==> config.mk <==
export PLATFORM = sky130hd
export DESIGN_NAME = delta_frame_decoder_flat
export DESIGN_NICKNAME = d
export VERILOG_FILES = /design/src/hw/rtl/dfd_pkg.sv /design/src/hw/rtl/dfd_req_if.sv /design/src/hw/rtl/dfd_rsp_if.sv /design/src/hw/rtl/delta_frame_decoder.sv /design/src/hw/rtl/dfd_front.sv /design/src/hw/rtl/dfd_result_queue.sv /design/src/flat_wrapper.sv
export SDC_FILE = /design/constraint.sdc
export NUM_CORES = 1
export LEC_CHECK = 0
export BUFFER_PORTS_ARGS = -buffer_cell sky130_fd_sc_hd__buf_2
export CORE_MARGIN = 2
export CORE_UTILIZATION = 50
export DETAILED_ROUTE_END_ITERATION = 10
export GPL_TIMING_DRIVEN = 0
export PLACE_DENSITY_LB_ADDON = 0.3
export SLEW_MARGIN = 10
export SYNTH_ARGS = -nofsm -noshare
export SYNTH_HDL_FRONTEND = slang
export SYNTH_SLANG_ARGS = --single-unit
==> constraint.sdc <==
create_clock -name clock -period 8.5 [get_ports clock]
set_input_delay 1.275 -clock clock [delete_from_list [all_inputs] [get_ports clock]]
set_output_delay 1.275 -clock clock [all_outputs]
set_load 0.05 [all_outputs]
==> src/hw/rtl/dfd_pkg.sv <==
package dfd_pkg;

   localparam int FRAME_BYTES  = 196608;
   localparam int MAX_AUDIO    = 1024;
   localparam logic [31:0] MAGIC_WORD = 32'h4643_444e;

   localparam int TOTAL_PIXELS = FRAME_BYTES / 2;
   localparam int BYTE_CNT_W   = $clog2(FRAME_BYTES + 1);
   localparam int PIX_CNT_W    = $clog2(TOTAL_PIXELS + 1);
   localparam int TOKEN_LEN_W  = 16;
   localparam int SUM_W        = ((PIX_CNT_W > TOKEN_LEN_W) ? PIX_CNT_W : TOKEN_LEN_W) + 1;
   localparam int ADDR_W       = 17;

   localparam int QUEUE_DEPTH  = 4;
   localparam int QUEUE_AW     = $clog2(QUEUE_DEPTH);
   localparam int QUEUE_CW     = $clog2(QUEUE_DEPTH + 1);

   typedef enum logic [1:0] {
      RK_PIXEL = 2'd0,
      RK_DONE  = 2'd1,
      RK_ERROR = 2'd2
   } rkind_type;

   typedef enum logic [2:0] {
      ERR_HEADER    = 3'd0,
      ERR_ENCODING  = 3'd1,
      ERR_RAW_SIZE  = 3'd2,
      ERR_TRUNCATED = 3'd3,
      ERR_OVERFLOW  = 3'd4,
      ERR_LENGTH    = 3'd5
   } err_type;

   localparam logic [31:0] ENC_RAW   = 32'd0;
   localparam logic [31:0] ENC_DELTA = 32'd1;

   typedef struct packed {
      rkind_type         result_kind;
      logic [ADDR_W-1:0] pixel_address;
      logic [15:0]       pixel_value;
      err_type           error_code;
      logic              last;
   } result_type;

   // up to two words produced per accepted input word
   typedef struct packed {
      logic [1:0]          count;
      result_type [1:0]    slot;
   } push_type;

endpackage

==> src/hw/rtl/dfd_req_if.sv <==
interface dfd_req_if;
   logic        valid;
   logic        ready;
   logic        kind;
   logic [31:0] magic_word;
   logic [31:0] encoding;
   logic [31:0] payload_bytes;
   logic [31:0] pixel_count;
   logic [31:0] audio_frames;
   logic [7:0]  data_byte;

   modport source (
      output valid, kind, magic_word, encoding, payload_bytes, pixel_count,
             audio_frames, data_byte,
      input  ready
   );
   modport sink (
      input  valid, kind, magic_word, encoding, payload_bytes, pixel_count,
             audio_frames, data_byte,
      output ready
   );
endinterface

==> src/hw/rtl/dfd_rsp_if.sv <==
interface dfd_rsp_if;
   logic        valid;
   logic        ready;
   logic [1:0]  result_kind;
   logic [16:0] pixel_address;
   logic [15:0] pixel_value;
   logic [2:0]  error_code;
   logic        last;

   modport source (
      output valid, result_kind, pixel_address, pixel_value, error_code, last,
      input  ready
   );
   modport sink (
      input  valid, result_kind, pixel_address, pixel_value, error_code, last,
      output ready
   );
endinterface

==> src/hw/rtl/delta_frame_decoder.sv <==
// A result word is written into the result queue as its input word is accepted; rsp shows the queue head.
// Throughput: one input word per cycle while the queue has space; one result word
// leaves per cycle while rsp is ready, so the two results of one input word leave in turn.
// The four-word result queue takes an input word whenever it holds two or fewer words.
// Reset is synchronous, active high: decoder goes idle awaiting a header, queue empties.
module delta_frame_decoder
   import dfd_pkg::*;
(
   input  logic       clock,
   input  logic       reset,
   dfd_req_if.sink    req_bus,
   dfd_rsp_if.source  rsp_bus
);

   push_type push;
   logic     space_ok;

   dfd_front u_front (
      .clock    (clock),
      .reset    (reset),
      .req_bus  (req_bus),
      .space_ok (space_ok),
      .push     (push)
   );

   dfd_result_queue u_queue (
      .clock    (clock),
      .reset    (reset),
      .push     (push),
      .space_ok (space_ok),
      .rsp_bus  (rsp_bus)
   );

endmodule

==> src/hw/rtl/dfd_front.sv <==
module dfd_front
   import dfd_pkg::*;
(
   input  logic       clock,
   input  logic       reset,
   dfd_req_if.sink    req_bus,
   input  logic       space_ok,
   output push_type   push
);

   typedef enum logic [3:0] {
      PH_IDLE    = 4'b0001,
      PH_RAW     = 4'b0010,
      PH_TOKEN   = 4'b0100,
      PH_LITERAL = 4'b1000
   } phase_type;

   function automatic result_type mk_result(rkind_type k, logic [ADDR_W-1:0] a,
                                            logic [15:0] v, err_type e);
      result_type r;
      r.result_kind   = k;
      r.pixel_address = a;
      r.pixel_value   = v;
      r.error_code    = e;
      r.last          = 1'b0;
      return r;
   endfunction

   function automatic push_type push_add(push_type p, result_type r);
      push_type q;
      q = p;
      if (p.count == 2'd0) begin
         q.slot[0] = r;
      end else begin
         q.slot[1] = r;
      end
      q.count = p.count + 2'd1;
      return q;
   endfunction

   // delta frame end check after a token or a literal run
   function automatic push_type end_check(push_type p, logic [BYTE_CNT_W-1:0] bl,
                                          logic [PIX_CNT_W-1:0] pix);
      push_type q;
      q = p;
      if (bl == '0 && pix == PIX_CNT_W'(TOTAL_PIXELS)) begin
         q = push_add(p, mk_result(RK_DONE, '0, '0, ERR_HEADER));
      end else if (bl == '0 || pix >= PIX_CNT_W'(TOTAL_PIXELS)) begin
         q = push_add(p, mk_result(RK_ERROR, '0, '0, ERR_LENGTH));
      end
      return q;
   endfunction

   phase_type                phase_ff, phase_in;
   logic [7:0]               low_ff, low_in;
   logic                     half_ff, half_in;
   logic [BYTE_CNT_W-1:0]    bytes_ff, bytes_in;
   logic [PIX_CNT_W-1:0]     pix_ff, pix_in;
   logic [TOKEN_LEN_W-1:0]   lit_ff, lit_in;

   logic                     accept;
   logic [15:0]              word;
   logic [BYTE_CNT_W-1:0]    bl_dec;
   logic [TOKEN_LEN_W-1:0]   tok_len;
   logic [SUM_W-1:0]         tok_sum;
   logic [PIX_CNT_W-1:0]     pix_inc;
   logic [TOKEN_LEN_W-1:0]   lit_dec;
   logic                     hdr_bad;
   logic                     bl_end;
   logic                     skip_end;
   logic                     lit_end;
   push_type                 pq;

   assign req_bus.ready = space_ok;
   assign accept        = req_bus.valid & space_ok;

   assign word     = {req_bus.data_byte, low_ff};
   assign bl_dec   = (bytes_ff != '0) ? bytes_ff - BYTE_CNT_W'(1) : '0;
   assign tok_len  = {1'b0, word[14:0]} + TOKEN_LEN_W'(1);
   assign tok_sum  = SUM_W'(pix_ff) + SUM_W'(tok_len);
   assign pix_inc  = pix_ff + PIX_CNT_W'(1);
   assign lit_dec  = (lit_ff != '0) ? lit_ff - TOKEN_LEN_W'(1) : '0;
   assign bl_end   = (bl_dec == '0);
   assign skip_end = bl_end || (tok_sum[PIX_CNT_W-1:0] >= PIX_CNT_W'(TOTAL_PIXELS));
   assign lit_end  = bl_end || (pix_inc >= PIX_CNT_W'(TOTAL_PIXELS));
   assign hdr_bad  = (req_bus.magic_word != MAGIC_WORD)
                   || (req_bus.payload_bytes > 32'(FRAME_BYTES))
                   || (req_bus.pixel_count != 32'(TOTAL_PIXELS))
                   || (req_bus.audio_frames > 32'(MAX_AUDIO));

   always_comb begin
      phase_in = phase_ff;
      low_in   = low_ff;
      half_in  = half_ff;
      bytes_in = bytes_ff;
      pix_in   = pix_ff;
      lit_in   = lit_ff;
      pq       = '0;
      if (accept) begin
         if (!req_bus.kind) begin
            if (phase_ff != PH_IDLE) begin
               pq = push_add(pq, mk_result(RK_ERROR, '0, '0, ERR_TRUNCATED));
            end
            half_in  = 1'b0;
            low_in   = '0;
            pix_in   = '0;
            lit_in   = '0;
            bytes_in = '0;
            phase_in = PH_IDLE;
            if (hdr_bad) begin
               pq = push_add(pq, mk_result(RK_ERROR, '0, '0, ERR_HEADER));
            end else if (req_bus.encoding == ENC_RAW) begin
               if (req_bus.payload_bytes != 32'(FRAME_BYTES)) begin
                  pq = push_add(pq, mk_result(RK_ERROR, '0, '0, ERR_RAW_SIZE));
               end else begin
                  bytes_in = req_bus.payload_bytes[BYTE_CNT_W-1:0];
                  phase_in = PH_RAW;
               end
            end else if (req_bus.encoding != ENC_DELTA) begin
               pq = push_add(pq, mk_result(RK_ERROR, '0, '0, ERR_ENCODING));
            end else if (req_bus.payload_bytes == '0) begin
               pq = push_add(pq, mk_result(RK_ERROR, '0, '0, ERR_LENGTH));
            end else begin
               bytes_in = req_bus.payload_bytes[BYTE_CNT_W-1:0];
               phase_in = PH_TOKEN;
            end
         end else if (phase_ff != PH_IDLE) begin
            bytes_in = bl_dec;
            if (!half_ff) begin
               low_in  = req_bus.data_byte;
               half_in = 1'b1;
               if (bl_end) begin
                  phase_in = PH_IDLE;
                  if (phase_ff == PH_RAW) begin
                     pq = push_add(pq, mk_result(RK_DONE, '0, '0, ERR_HEADER));
                  end else begin
                     pq = push_add(pq, mk_result(RK_ERROR, '0, '0, ERR_TRUNCATED));
                  end
               end
            end else begin
               half_in = 1'b0;
               unique case (phase_ff)
                  PH_RAW: begin
                     if (pix_ff < PIX_CNT_W'(TOTAL_PIXELS)) begin
                        pq = push_add(pq, mk_result(RK_PIXEL, ADDR_W'(pix_ff), word,
                                                    ERR_HEADER));
                        pix_in = pix_inc;
                     end
                     if (bl_end) begin
                        pq = push_add(pq, mk_result(RK_DONE, '0, '0, ERR_HEADER));
                        phase_in = PH_IDLE;
                     end
                  end
                  PH_TOKEN: begin
                     if (tok_sum > SUM_W'(TOTAL_PIXELS)) begin
                        pq = push_add(pq, mk_result(RK_ERROR, '0, '0, ERR_OVERFLOW));
                        phase_in = PH_IDLE;
                     end else if (word[15]) begin
                        pix_in = tok_sum[PIX_CNT_W-1:0];
                        pq     = end_check(pq, bl_dec, tok_sum[PIX_CNT_W-1:0]);
                        if (skip_end) begin
                           phase_in = PH_IDLE;
                        end
                     end else begin
                        lit_in   = tok_len;
                        phase_in = PH_LITERAL;
                        if (bl_end) begin
                           pq = push_add(pq, mk_result(RK_ERROR, '0, '0, ERR_TRUNCATED));
                           phase_in = PH_IDLE;
                        end
                     end
                  end
                  PH_LITERAL: begin
                     pq = push_add(pq, mk_result(RK_PIXEL, ADDR_W'(pix_ff), word,
                                                 ERR_HEADER));
                     pix_in = pix_inc;
                     lit_in = lit_dec;
                     if (lit_dec != '0) begin
                        if (bl_end) begin
                           pq = push_add(pq, mk_result(RK_ERROR, '0, '0, ERR_TRUNCATED));
                           phase_in = PH_IDLE;
                        end
                     end else begin
                        pq       = end_check(pq, bl_dec, pix_inc);
                        phase_in = lit_end ? PH_IDLE : PH_TOKEN;
                     end
                  end
                  default: begin
                     phase_in = PH_IDLE;
                  end
               endcase
            end
         end
      end
      if (pq.count == 2'd1) begin
         pq.slot[0].last = 1'b1;
      end else if (pq.count == 2'd2) begin
         pq.slot[1].last = 1'b1;
      end
   end

   assign push = pq;

   always_ff @(posedge clock) begin
      if (reset) begin
         phase_ff <= PH_IDLE;
         half_ff  <= 1'b0;
         bytes_ff <= '0;
         pix_ff   <= '0;
         lit_ff   <= '0;
         low_ff   <= '0;
      end else begin
         phase_ff <= phase_in;
         half_ff  <= half_in;
         bytes_ff <= bytes_in;
         pix_ff   <= pix_in;
         lit_ff   <= lit_in;
         low_ff   <= low_in;
      end
   end

endmodule

==> src/hw/rtl/dfd_result_queue.sv <==
module dfd_result_queue
   import dfd_pkg::*;
(
   input  logic       clock,
   input  logic       reset,
   input  push_type   push,
   output logic       space_ok,
   dfd_rsp_if.source  rsp_bus
);

   result_type             entry_ff [QUEUE_DEPTH];
   logic [QUEUE_AW-1:0]    wr_ff, wr_in;
   logic [QUEUE_AW-1:0]    rd_ff, rd_in;
   logic [QUEUE_CW-1:0]    count_ff, count_in;
   logic [QUEUE_AW-1:0]    wr_next;
   logic                   pop;
   result_type             head;

   assign space_ok = (count_ff <= QUEUE_CW'(QUEUE_DEPTH - 2));
   assign pop      = rsp_bus.valid & rsp_bus.ready;
   assign wr_next  = wr_ff + QUEUE_AW'(1);
   assign wr_in    = wr_ff + QUEUE_AW'(push.count);
   assign rd_in    = rd_ff + QUEUE_AW'(pop);
   assign count_in = count_ff + QUEUE_CW'(push.count) - QUEUE_CW'(pop);

   assign head                  = entry_ff[rd_ff];
   assign rsp_bus.valid         = (count_ff != '0);
   assign rsp_bus.result_kind   = head.result_kind;
   assign rsp_bus.pixel_address = head.pixel_address;
   assign rsp_bus.pixel_value   = head.pixel_value;
   assign rsp_bus.error_code    = head.error_code;
   assign rsp_bus.last          = head.last;

   always_ff @(posedge clock) begin
      if (push.count != 2'd0) begin
         entry_ff[wr_ff] <= push.slot[0];
      end
      if (push.count == 2'd2) begin
         entry_ff[wr_next] <= push.slot[1];
      end
   end

   always_ff @(posedge clock) begin
      if (reset) begin
         wr_ff    <= '0;
         rd_ff    <= '0;
         count_ff <= '0;
      end else begin
         wr_ff    <= wr_in;
         rd_ff    <= rd_in;
         count_ff <= count_in;
      end
   end

endmodule

==> src/flat_wrapper.sv <==
// flat-port wrapper written by rule: the top's interface ports become plain ports
module delta_frame_decoder_flat import dfd_pkg::*;
  (clock, reset, req_bus_valid, req_bus_kind, req_bus_magic_word, req_bus_encoding, req_bus_payload_bytes, req_bus_pixel_count, req_bus_audio_frames, req_bus_data_byte, req_bus_ready, rsp_bus_valid, rsp_bus_result_kind, rsp_bus_pixel_address, rsp_bus_pixel_value, rsp_bus_error_code, rsp_bus_last, rsp_bus_ready);
  dfd_req_if req_bus_i ();
  dfd_rsp_if rsp_bus_i ();
  input  logic clock;
  input  logic reset;
  input wire logic [$bits(req_bus_i.valid)-1:0] req_bus_valid;
  input wire logic [$bits(req_bus_i.kind)-1:0] req_bus_kind;
  input wire logic [$bits(req_bus_i.magic_word)-1:0] req_bus_magic_word;
  input wire logic [$bits(req_bus_i.encoding)-1:0] req_bus_encoding;
  input wire logic [$bits(req_bus_i.payload_bytes)-1:0] req_bus_payload_bytes;
  input wire logic [$bits(req_bus_i.pixel_count)-1:0] req_bus_pixel_count;
  input wire logic [$bits(req_bus_i.audio_frames)-1:0] req_bus_audio_frames;
  input wire logic [$bits(req_bus_i.data_byte)-1:0] req_bus_data_byte;
  output wire logic [$bits(req_bus_i.ready)-1:0] req_bus_ready;
  output wire logic [$bits(rsp_bus_i.valid)-1:0] rsp_bus_valid;
  output wire logic [$bits(rsp_bus_i.result_kind)-1:0] rsp_bus_result_kind;
  output wire logic [$bits(rsp_bus_i.pixel_address)-1:0] rsp_bus_pixel_address;
  output wire logic [$bits(rsp_bus_i.pixel_value)-1:0] rsp_bus_pixel_value;
  output wire logic [$bits(rsp_bus_i.error_code)-1:0] rsp_bus_error_code;
  output wire logic [$bits(rsp_bus_i.last)-1:0] rsp_bus_last;
  input wire logic [$bits(rsp_bus_i.ready)-1:0] rsp_bus_ready;
  assign req_bus_i.valid = req_bus_valid;
  assign req_bus_i.kind = req_bus_kind;
  assign req_bus_i.magic_word = req_bus_magic_word;
  assign req_bus_i.encoding = req_bus_encoding;
  assign req_bus_i.payload_bytes = req_bus_payload_bytes;
  assign req_bus_i.pixel_count = req_bus_pixel_count;
  assign req_bus_i.audio_frames = req_bus_audio_frames;
  assign req_bus_i.data_byte = req_bus_data_byte;
  assign req_bus_ready = req_bus_i.ready;
  assign rsp_bus_valid = rsp_bus_i.valid;
  assign rsp_bus_result_kind = rsp_bus_i.result_kind;
  assign rsp_bus_pixel_address = rsp_bus_i.pixel_address;
  assign rsp_bus_pixel_value = rsp_bus_i.pixel_value;
  assign rsp_bus_error_code = rsp_bus_i.error_code;
  assign rsp_bus_last = rsp_bus_i.last;
  assign rsp_bus_i.ready = rsp_bus_ready;
  delta_frame_decoder u_core (.clock(clock), .reset(reset), .req_bus(req_bus_i), .rsp_bus(rsp_bus_i));
endmodule
==> impl_metrics.yaml, run 1 <==
run_status:
  status: "completed"
logic_synthesis:
  ys_warn_count: 0
  syn_inst: 1514
  synth_cell_types: 94
  synth-seq-cells: 227
  async_flop_share_pct: 0
  synth_top_flop_cell: "dfxtp_1"
  yosysSeqAreaShare_pct: 34.8
  synth_edf_count: 24
  syn_nets: 1722
  synth_area_um2: 13700
  avgSynthCellArea_um2: 9.07
setup_path:
  reg2reg_to: "u_core.u_queue.count_ff[2]"
  rrSetupSlack_ns: 2.36
  reg2reg_depth: 26
  r2r-start: "u_core.u_front.low_ff[2]"
  arrival_ns: 6.55
  worst-setup-path-type: "flop to flop"
  crit_path_end: "u_core.u_queue.count_ff[2]"
  cp-start-kind: "flop"
  crit_path_end_kind: "flop"
  cp-startpoint: "u_core.u_front.low_ff[2]"
  crit_fanout: 10
  worstPathRequired_ns: 8.91
place:
  io_buffer_count: 205
  gp_congestion: 0.939
  dp_hpwl_mm: 32.8
cells_and_area:
  final_cell_mix: "buf_2, dfxtp_1, a22o_1"
  antenna_cells: 0
  area_growth_pct: 17.3
  layout_commonest_cell: "buf_2"
  drive_gt1_share_pct: 21.1
  nets: 1955
  nFillCells: 2314
power_and_ir_drop:
  ir_drop_mv: 0.169
  cellLeakagePower_nw: 6.40
  p_per_area_nw_per_um2: 189
die:
  io_pins: 214
  start_util_pct: 51.0
  row_count: 60
  die_w_um: 170
  die_y_um: 170
  die-area_um2: 28800
  core_area_um2: 27000
drt:
  route.detailed.drc: 0
  first_iter_violations: 1611
  wl_per_cell_um: 20.7
  ant_nets: 0
  dr_total_vias: 13700
  routed_wl_mm: 43.6
  drtPass1Iterations: 6
  viasPerCell: 6.48
cts:
  cts_max_level: 1
  cts_resized: 0
  worst_skew_pair.late_latency_ns: 0.55
  cts_max_path_buffers: 3
  clock-root-buffer: "clkbuf_16"
  clkTransAtPathRegs_ns: 0.06
  cts_inserted_buffers: 26
  postCtsHoldBufs: 0
  post-cts-setup-buffer-count: 0
  cts_num_sinks: 227
  cts_tree: "yes"
worst_hold_path:
  worstHoldPathType: "flop to flop"
timing:
  max_freq_mhz: 163
  hold_violations: 0
  period_minus_slack_ns: 6.14
  finalSetupTns_ns: 0
  skew_ns: 0.0172
  fin_crit_sh_pct: 72.2
  whs_ns: 0.464
  relSlewSlack_pct: 32.2
  grt_setup_unrepaired: "false"
  setup_viol: 0
  tightest_slew_ns: 1.02
  drv_slew: 0
flow_run:
  maxCapViolCount: 0
grt:
  grt_use_total_pct: 29.6
  grt_pass1_vias: 13100
  grt-ovfl-total: 0
  grt_max_degree: 15
  grt_pass1_wl_mm: 68.7
  antenna_found_initial: 1
==> power by group <==
group | switching (mW) | internal (mW) | total, mW
clock | 0.490 | 0.687 | 1.18
sequential | 0.0289 | 1.11 | 1.14
combinational | 0.471 | 0.261 | 0.732
total | 0.990 | 2.06 | 3.05
==> Yosys cell counts, types with 34 or more instances <==
master / n / area share, %
a22o_1: 153 / 9.8
a21oi_1: 79 / 2.9
clkbuf_1: 74 / 2.0
xnor2_1: 41 / 2.6
o21ai_0: 52 / 1.9
nor4_1: 51 / 2.3
nor2_1: 131 / 3.6
nand3_1: 55 / 2.0
dfxtp_1: 203 / 30
nand2_1: 101 / 2.8
mux4_2: 39 / 6.4
nor3_1: 34 / 1.2
inv_1: 42 / 1.1
==> state kept, by name, summed over array words and instances (netlist names), 2 cells and up <==
signal and cells:
u_core.u_front.phase_ff 4, u_core.u_queue.wr_ff 2, u_core.u_queue.entry_ff 156, u_core.u_front.bytes_ff 18, u_core.u_front.pix_ff 17, u_core.u_queue.count_ff 3, u_core.u_front.lit_ff 16, u_core.u_front.low_ff 8
u_core.u_queue.rd_ff 2
==> critical path, cell delays in order, from the launching register on <==
cell      delay (ns)
dfxtp_1         0.32
clkbuf_1        0.31
and3_1          0.27
and3_1          0.22
nand3_1         0.11
nor2_1          0.26
nand4_1         0.15
xnor2_1         0.21
ha_1            0.31
clkbuf_1        0.26
nand4_1         0.23
a211oi_1        0.47
a21o_1          0.19
a211oi_1        0.10
nor3_1          0.32
nand2_1         0.14
o211a_1         0.30
o21ai_4         0.32
buf_4           0.27
ha_1            0.25
inv_1           0.06
ha_1            0.13
inv_1           0.05
fa_1            0.37
xnor2_1         0.20
xnor2_1         0.14
nor2_1          0.05
==> logic make-up (layout without fill, tap and decap cells) <==
family / after synthesis / after routing / share of synthesized area [%]
muxes: 54 / 54 / 7.52
and+or+nand+nor: 528 / 528 / 20.8
AOI/OAI and AO/OA: 449 / 449 / 24.7
adders and majority gates: 35 / 35 / 3.30
xor gates and xnor gates: 59 / 59 / 3.76
buffers and inverters: 162 / 415 / 5.12
DFF: 227 / 227 / 34.8
==> stage by stage <==
step | util (%) | cell area [um^2] | power [mW] | setup slack, ns | std cells
final | 59.8 | 16100 | 3.05 | 2.36 | 2108
after global routing | 59.8 | 16100 | 3.16 | 1.94 | 2108
after detailed placement | 56.4 | 15200 | 1.88 | 1.92 | 2060
after CTS | 59.8 | 16100 | 3.05 | 2.42 | 2108
after global placement | 56.4 | 15200 | 1.87 | 2.00 | 2060
after floorplan | - | 13700 | 1.68 | 2.78 | 1514
==> metal layers <==
| layer | share of wire (%) | track usage, % | vias up |
|---|---|---|---|
| met2 | 46 | 49.5 | 715 |
| li1 | - | - | 6294 |
| met3 | 7.7 | 4.52 | 131 |
| met5 | 0.028 | 0 | - |
| met4 | 4.6 | 13.2 | 2 |
| met1 | 41 | 37.9 | 6508 |
==> how the worst min path moves through the flow <==
stage / start / end / slack, ns / cells after the start
CTS: u_core.u_queue.entry_ff[3][35] / u_core.u_queue.entry_ff[3][35] / 0.47 / 1
global placement: u_core.u_queue.entry_ff[3][35] / u_core.u_queue.entry_ff[3][35] / 0.44 / 1
detailed placement: u_core.u_queue.entry_ff[3][35] / u_core.u_queue.entry_ff[3][35] / 0.45 / 1
floorplan: u_core.u_queue.entry_ff[3][35] / u_core.u_queue.entry_ff[3][35] / 0.44 / 1
global route: u_core.u_queue.entry_ff[2][20] / u_core.u_queue.entry_ff[2][20] / 0.48 / 1
finish: u_core.u_queue.entry_ff[1][35] / u_core.u_queue.entry_ff[1][35] / 0.46 / 1
==> final cells by class <==
type / instances / area (um^2) / share of cell area (%)
plain buffers: 116 / 528 / 3.28
inverters: 46 / 175 / 1.09
repair buffers: 205 / 1030 / 6.37
clock inverters: 17 / 201 / 1.25
clock buffers: 31 / 699 / 4.34
flip-flops and latches: 227 / 4780 / 29.7
well taps: 341 / 427 / 2.65
multi-input cells: 1125 / 8270 / 51.3
Power figures use the tool's default switching activity.
==> run 2: changes to the inputs <==
==> constraint.sdc (replaced) <==
create_clock -name clock -period 6.3 [get_ports clock]
set_input_delay 0.945 -clock clock [delete_from_list [all_inputs] [get_ports clock]]
set_output_delay 0.945 -clock clock [all_outputs]
set_load 0.05 [all_outputs]
==> impl_metrics.yaml, run 2 (synthesis gave the netlist of run 1 again) <==
timing:
  hold_violations: 0
  tightest_slew_ns: 1.03
  finalSetupTns_ns: 0
  max_freq_mhz: 170
  setup_viol: 0
  period_minus_slack_ns: 5.90
  relSlewSlack_pct: 31.2
  grt_setup_unrepaired: "false"
  drv_slew: 0
  skew_ns: 0.0151
  fin_crit_sh_pct: 93.6
worst_hold_path:
  worstHoldPathType: "flop to flop"
  hold_depth: 1
  min_from: "u_core.u_queue.entry_ff[1][35]"
  whs_endpoint: "u_core.u_queue.entry_ff[1][35]"
cts:
  clock-root-buffer: "clkbuf_16"
  worst_skew_pair.late_latency_ns: 0.55
  cts_max_path_buffers: 3
  cts_max_level: 1
  cts_inserted_buffers: 26
  post-cts-setup-buffer-count: 0
  cts_num_sinks: 227
  clkTransAtPathRegs_ns: 0.06
  cts_tree: "yes"
die:
  start_util_pct: 51.0
  row_count: 60
  core_area_um2: 27000
  io_pins: 214
  die-area_um2: 28800
  die_y_um: 170
  die_w_um: 170
power_and_ir_drop:
  ir_drop_mv: 0.228
  p_per_area_nw_per_um2: 255
  cellLeakagePower_nw: 6.40
setup_path:
  worst-setup-path-type: "flop to flop"
  cp-start-kind: "flop"
  rrSetupSlack_ns: 0.40
  crit_fanout: 10
  worstPathRequired_ns: 6.71
  reg2reg_depth: 26
  arrival_ns: 6.31
  crit_path_end_kind: "flop"
  reg2reg_to: "u_core.u_queue.count_ff[2]"
  r2r-start: "u_core.u_front.low_ff[4]"
cells_and_area:
  area_growth_pct: 17.3
  largest_register: "u_core.u_queue.entry_ff"
  layout_commonest_cell: "buf_2"
  nFillCells: 2312
  final_cell_mix: "buf_2, dfxtp_1, a22o_1"
  drive_gt1_share_pct: 21.3
  antenna_cells: 0
  layoutNonFillerInstCount: 2106
  nets: 1953
  largest_register_ff_count: 156
  top_regs: "u_core.u_queue.entry_ff x156, u_core.u_front.bytes_ff x18, u_core.u_front.pix_ff x17"
  design_area_um2: 16100
drt:
  drtPass1Iterations: 6
  route.detailed.drc: 0
  wl_per_cell_um: 20.7
  dr_total_vias: 13600
  routed_wl_mm: 43.5
  viasPerCell: 6.45
  ant_nets: 0
  first_iter_violations: 1451
place:
  post-place-cells: 2060
  dpl_cell_area_um2: 15200
  dp_hpwl_mm: 32.8
  gp_congestion: 0.939
  io_buffer_count: 205
grt:
  antenna_found_initial: 1
  grt_pass1_vias: 13100
  grt_pass1_wl_mm: 68.7
  grt_use_total_pct: 29.6
  grt_max_degree: 15
  grt-ovfl-total: 0
run_status:
  status: "completed"
flow_run:
  maxCapViolCount: 0
run 2: changes by cell type in the layout (fill, tap and decap cells not counted), sizes merged:
cell,previous run,this run
clkbuf,105,103
run 2: layout make-up:
type | instances | area [um^2] | share of cell area (%)
Buffer | 114 | 520 | 3.23
Timing Repair Buffer | 205 | 1030 | 6.37
Sequential cell | 227 | 4780 | 29.7
Tap cell | 341 | 427 | 2.65
Clock inverter | 17 | 201 | 1.25
Inverter | 46 | 175 | 1.09
Clock buffer | 31 | 699 | 4.34
Multi-Input combinational cell | 1125 | 8280 | 51.4
run 2: repair_timing:
action,in CTS,in global routing
hold buffers,0,0
setup endpoints to repair,0,9
gates resized for setup,0,4
run 2: worst max path at each step:
stage,from,to
global route,u_core.u_front.low_ff[4],u_core.u_queue.count_ff[2]
finish,u_core.u_front.low_ff[4],u_core.u_queue.count_ff[2]
detailed placement,req_bus_data_byte[0],u_core.u_queue.count_ff[2]
CTS,u_core.u_front.low_ff[2],u_core.u_queue.count_ff[2]
floorplan,req_bus_data_byte[0],u_core.u_queue.count_ff[2]
global placement,req_bus_data_byte[0],u_core.u_queue.count_ff[2]
run 2: critical path, stage by stage (launching register included):
cell,delay [ns]
dfxtp_1,0.30
clkbuf_1,0.28
and3_1,0.25
and3_1,0.22
nand3_1,0.11
nor2_1,0.26
nand4_1,0.15
xnor2_1,0.30
ha_1,0.28
clkbuf_1,0.18
a21oi_1,0.37
nand2_1,0.15
nor3_1,0.17
a22oi_1,0.12
xor2_1,0.20
or3_1,0.32
o211a_1,0.25
o21ai_4,0.32
buf_4,0.27
ha_1,0.25
inv_1,0.06
ha_1,0.13
inv_1,0.05
fa_1,0.37
xnor2_1,0.19
xnor2_1,0.14
nor2_1,0.05
run 2: layer usage:
metal  up-vias  global-route usage, %  wire length [um]
li1       6290                      -                 -
met1      6487                   37.9             18000
met2       670                   49.5             20200
met3       127                   4.52              3260
met4         2                   13.2              2050
met5         -                      0                12
run 2: power by group:
| part | leakage [nW] | switching (mW) | internal, mW | total (mW) |
|---|---|---|---|---|
| Sequential | 1.87 | 0.0390 | 1.50 | 1.54 |
| Combinational | 4.09 | 0.637 | 0.352 | 0.989 |
| Clock | 0.447 | 0.661 | 0.927 | 1.59 |
| Total | 6.40 | 1.34 | 2.78 | 4.12 |
run 2: per-stage QoR:
step	power (mW)	setup WS [ns]	util [%]	hold slack, ns
final	4.12	0.403	59.8	0.464
after global routing	4.26	0.00716	59.8	0.480
after CTS	4.11	0.217	59.8	0.467
after detailed placement	2.54	0.0489	56.4	0.453
after global placement	2.53	0.130	56.4	0.443
after floorplan	2.27	0.910	-	0.437
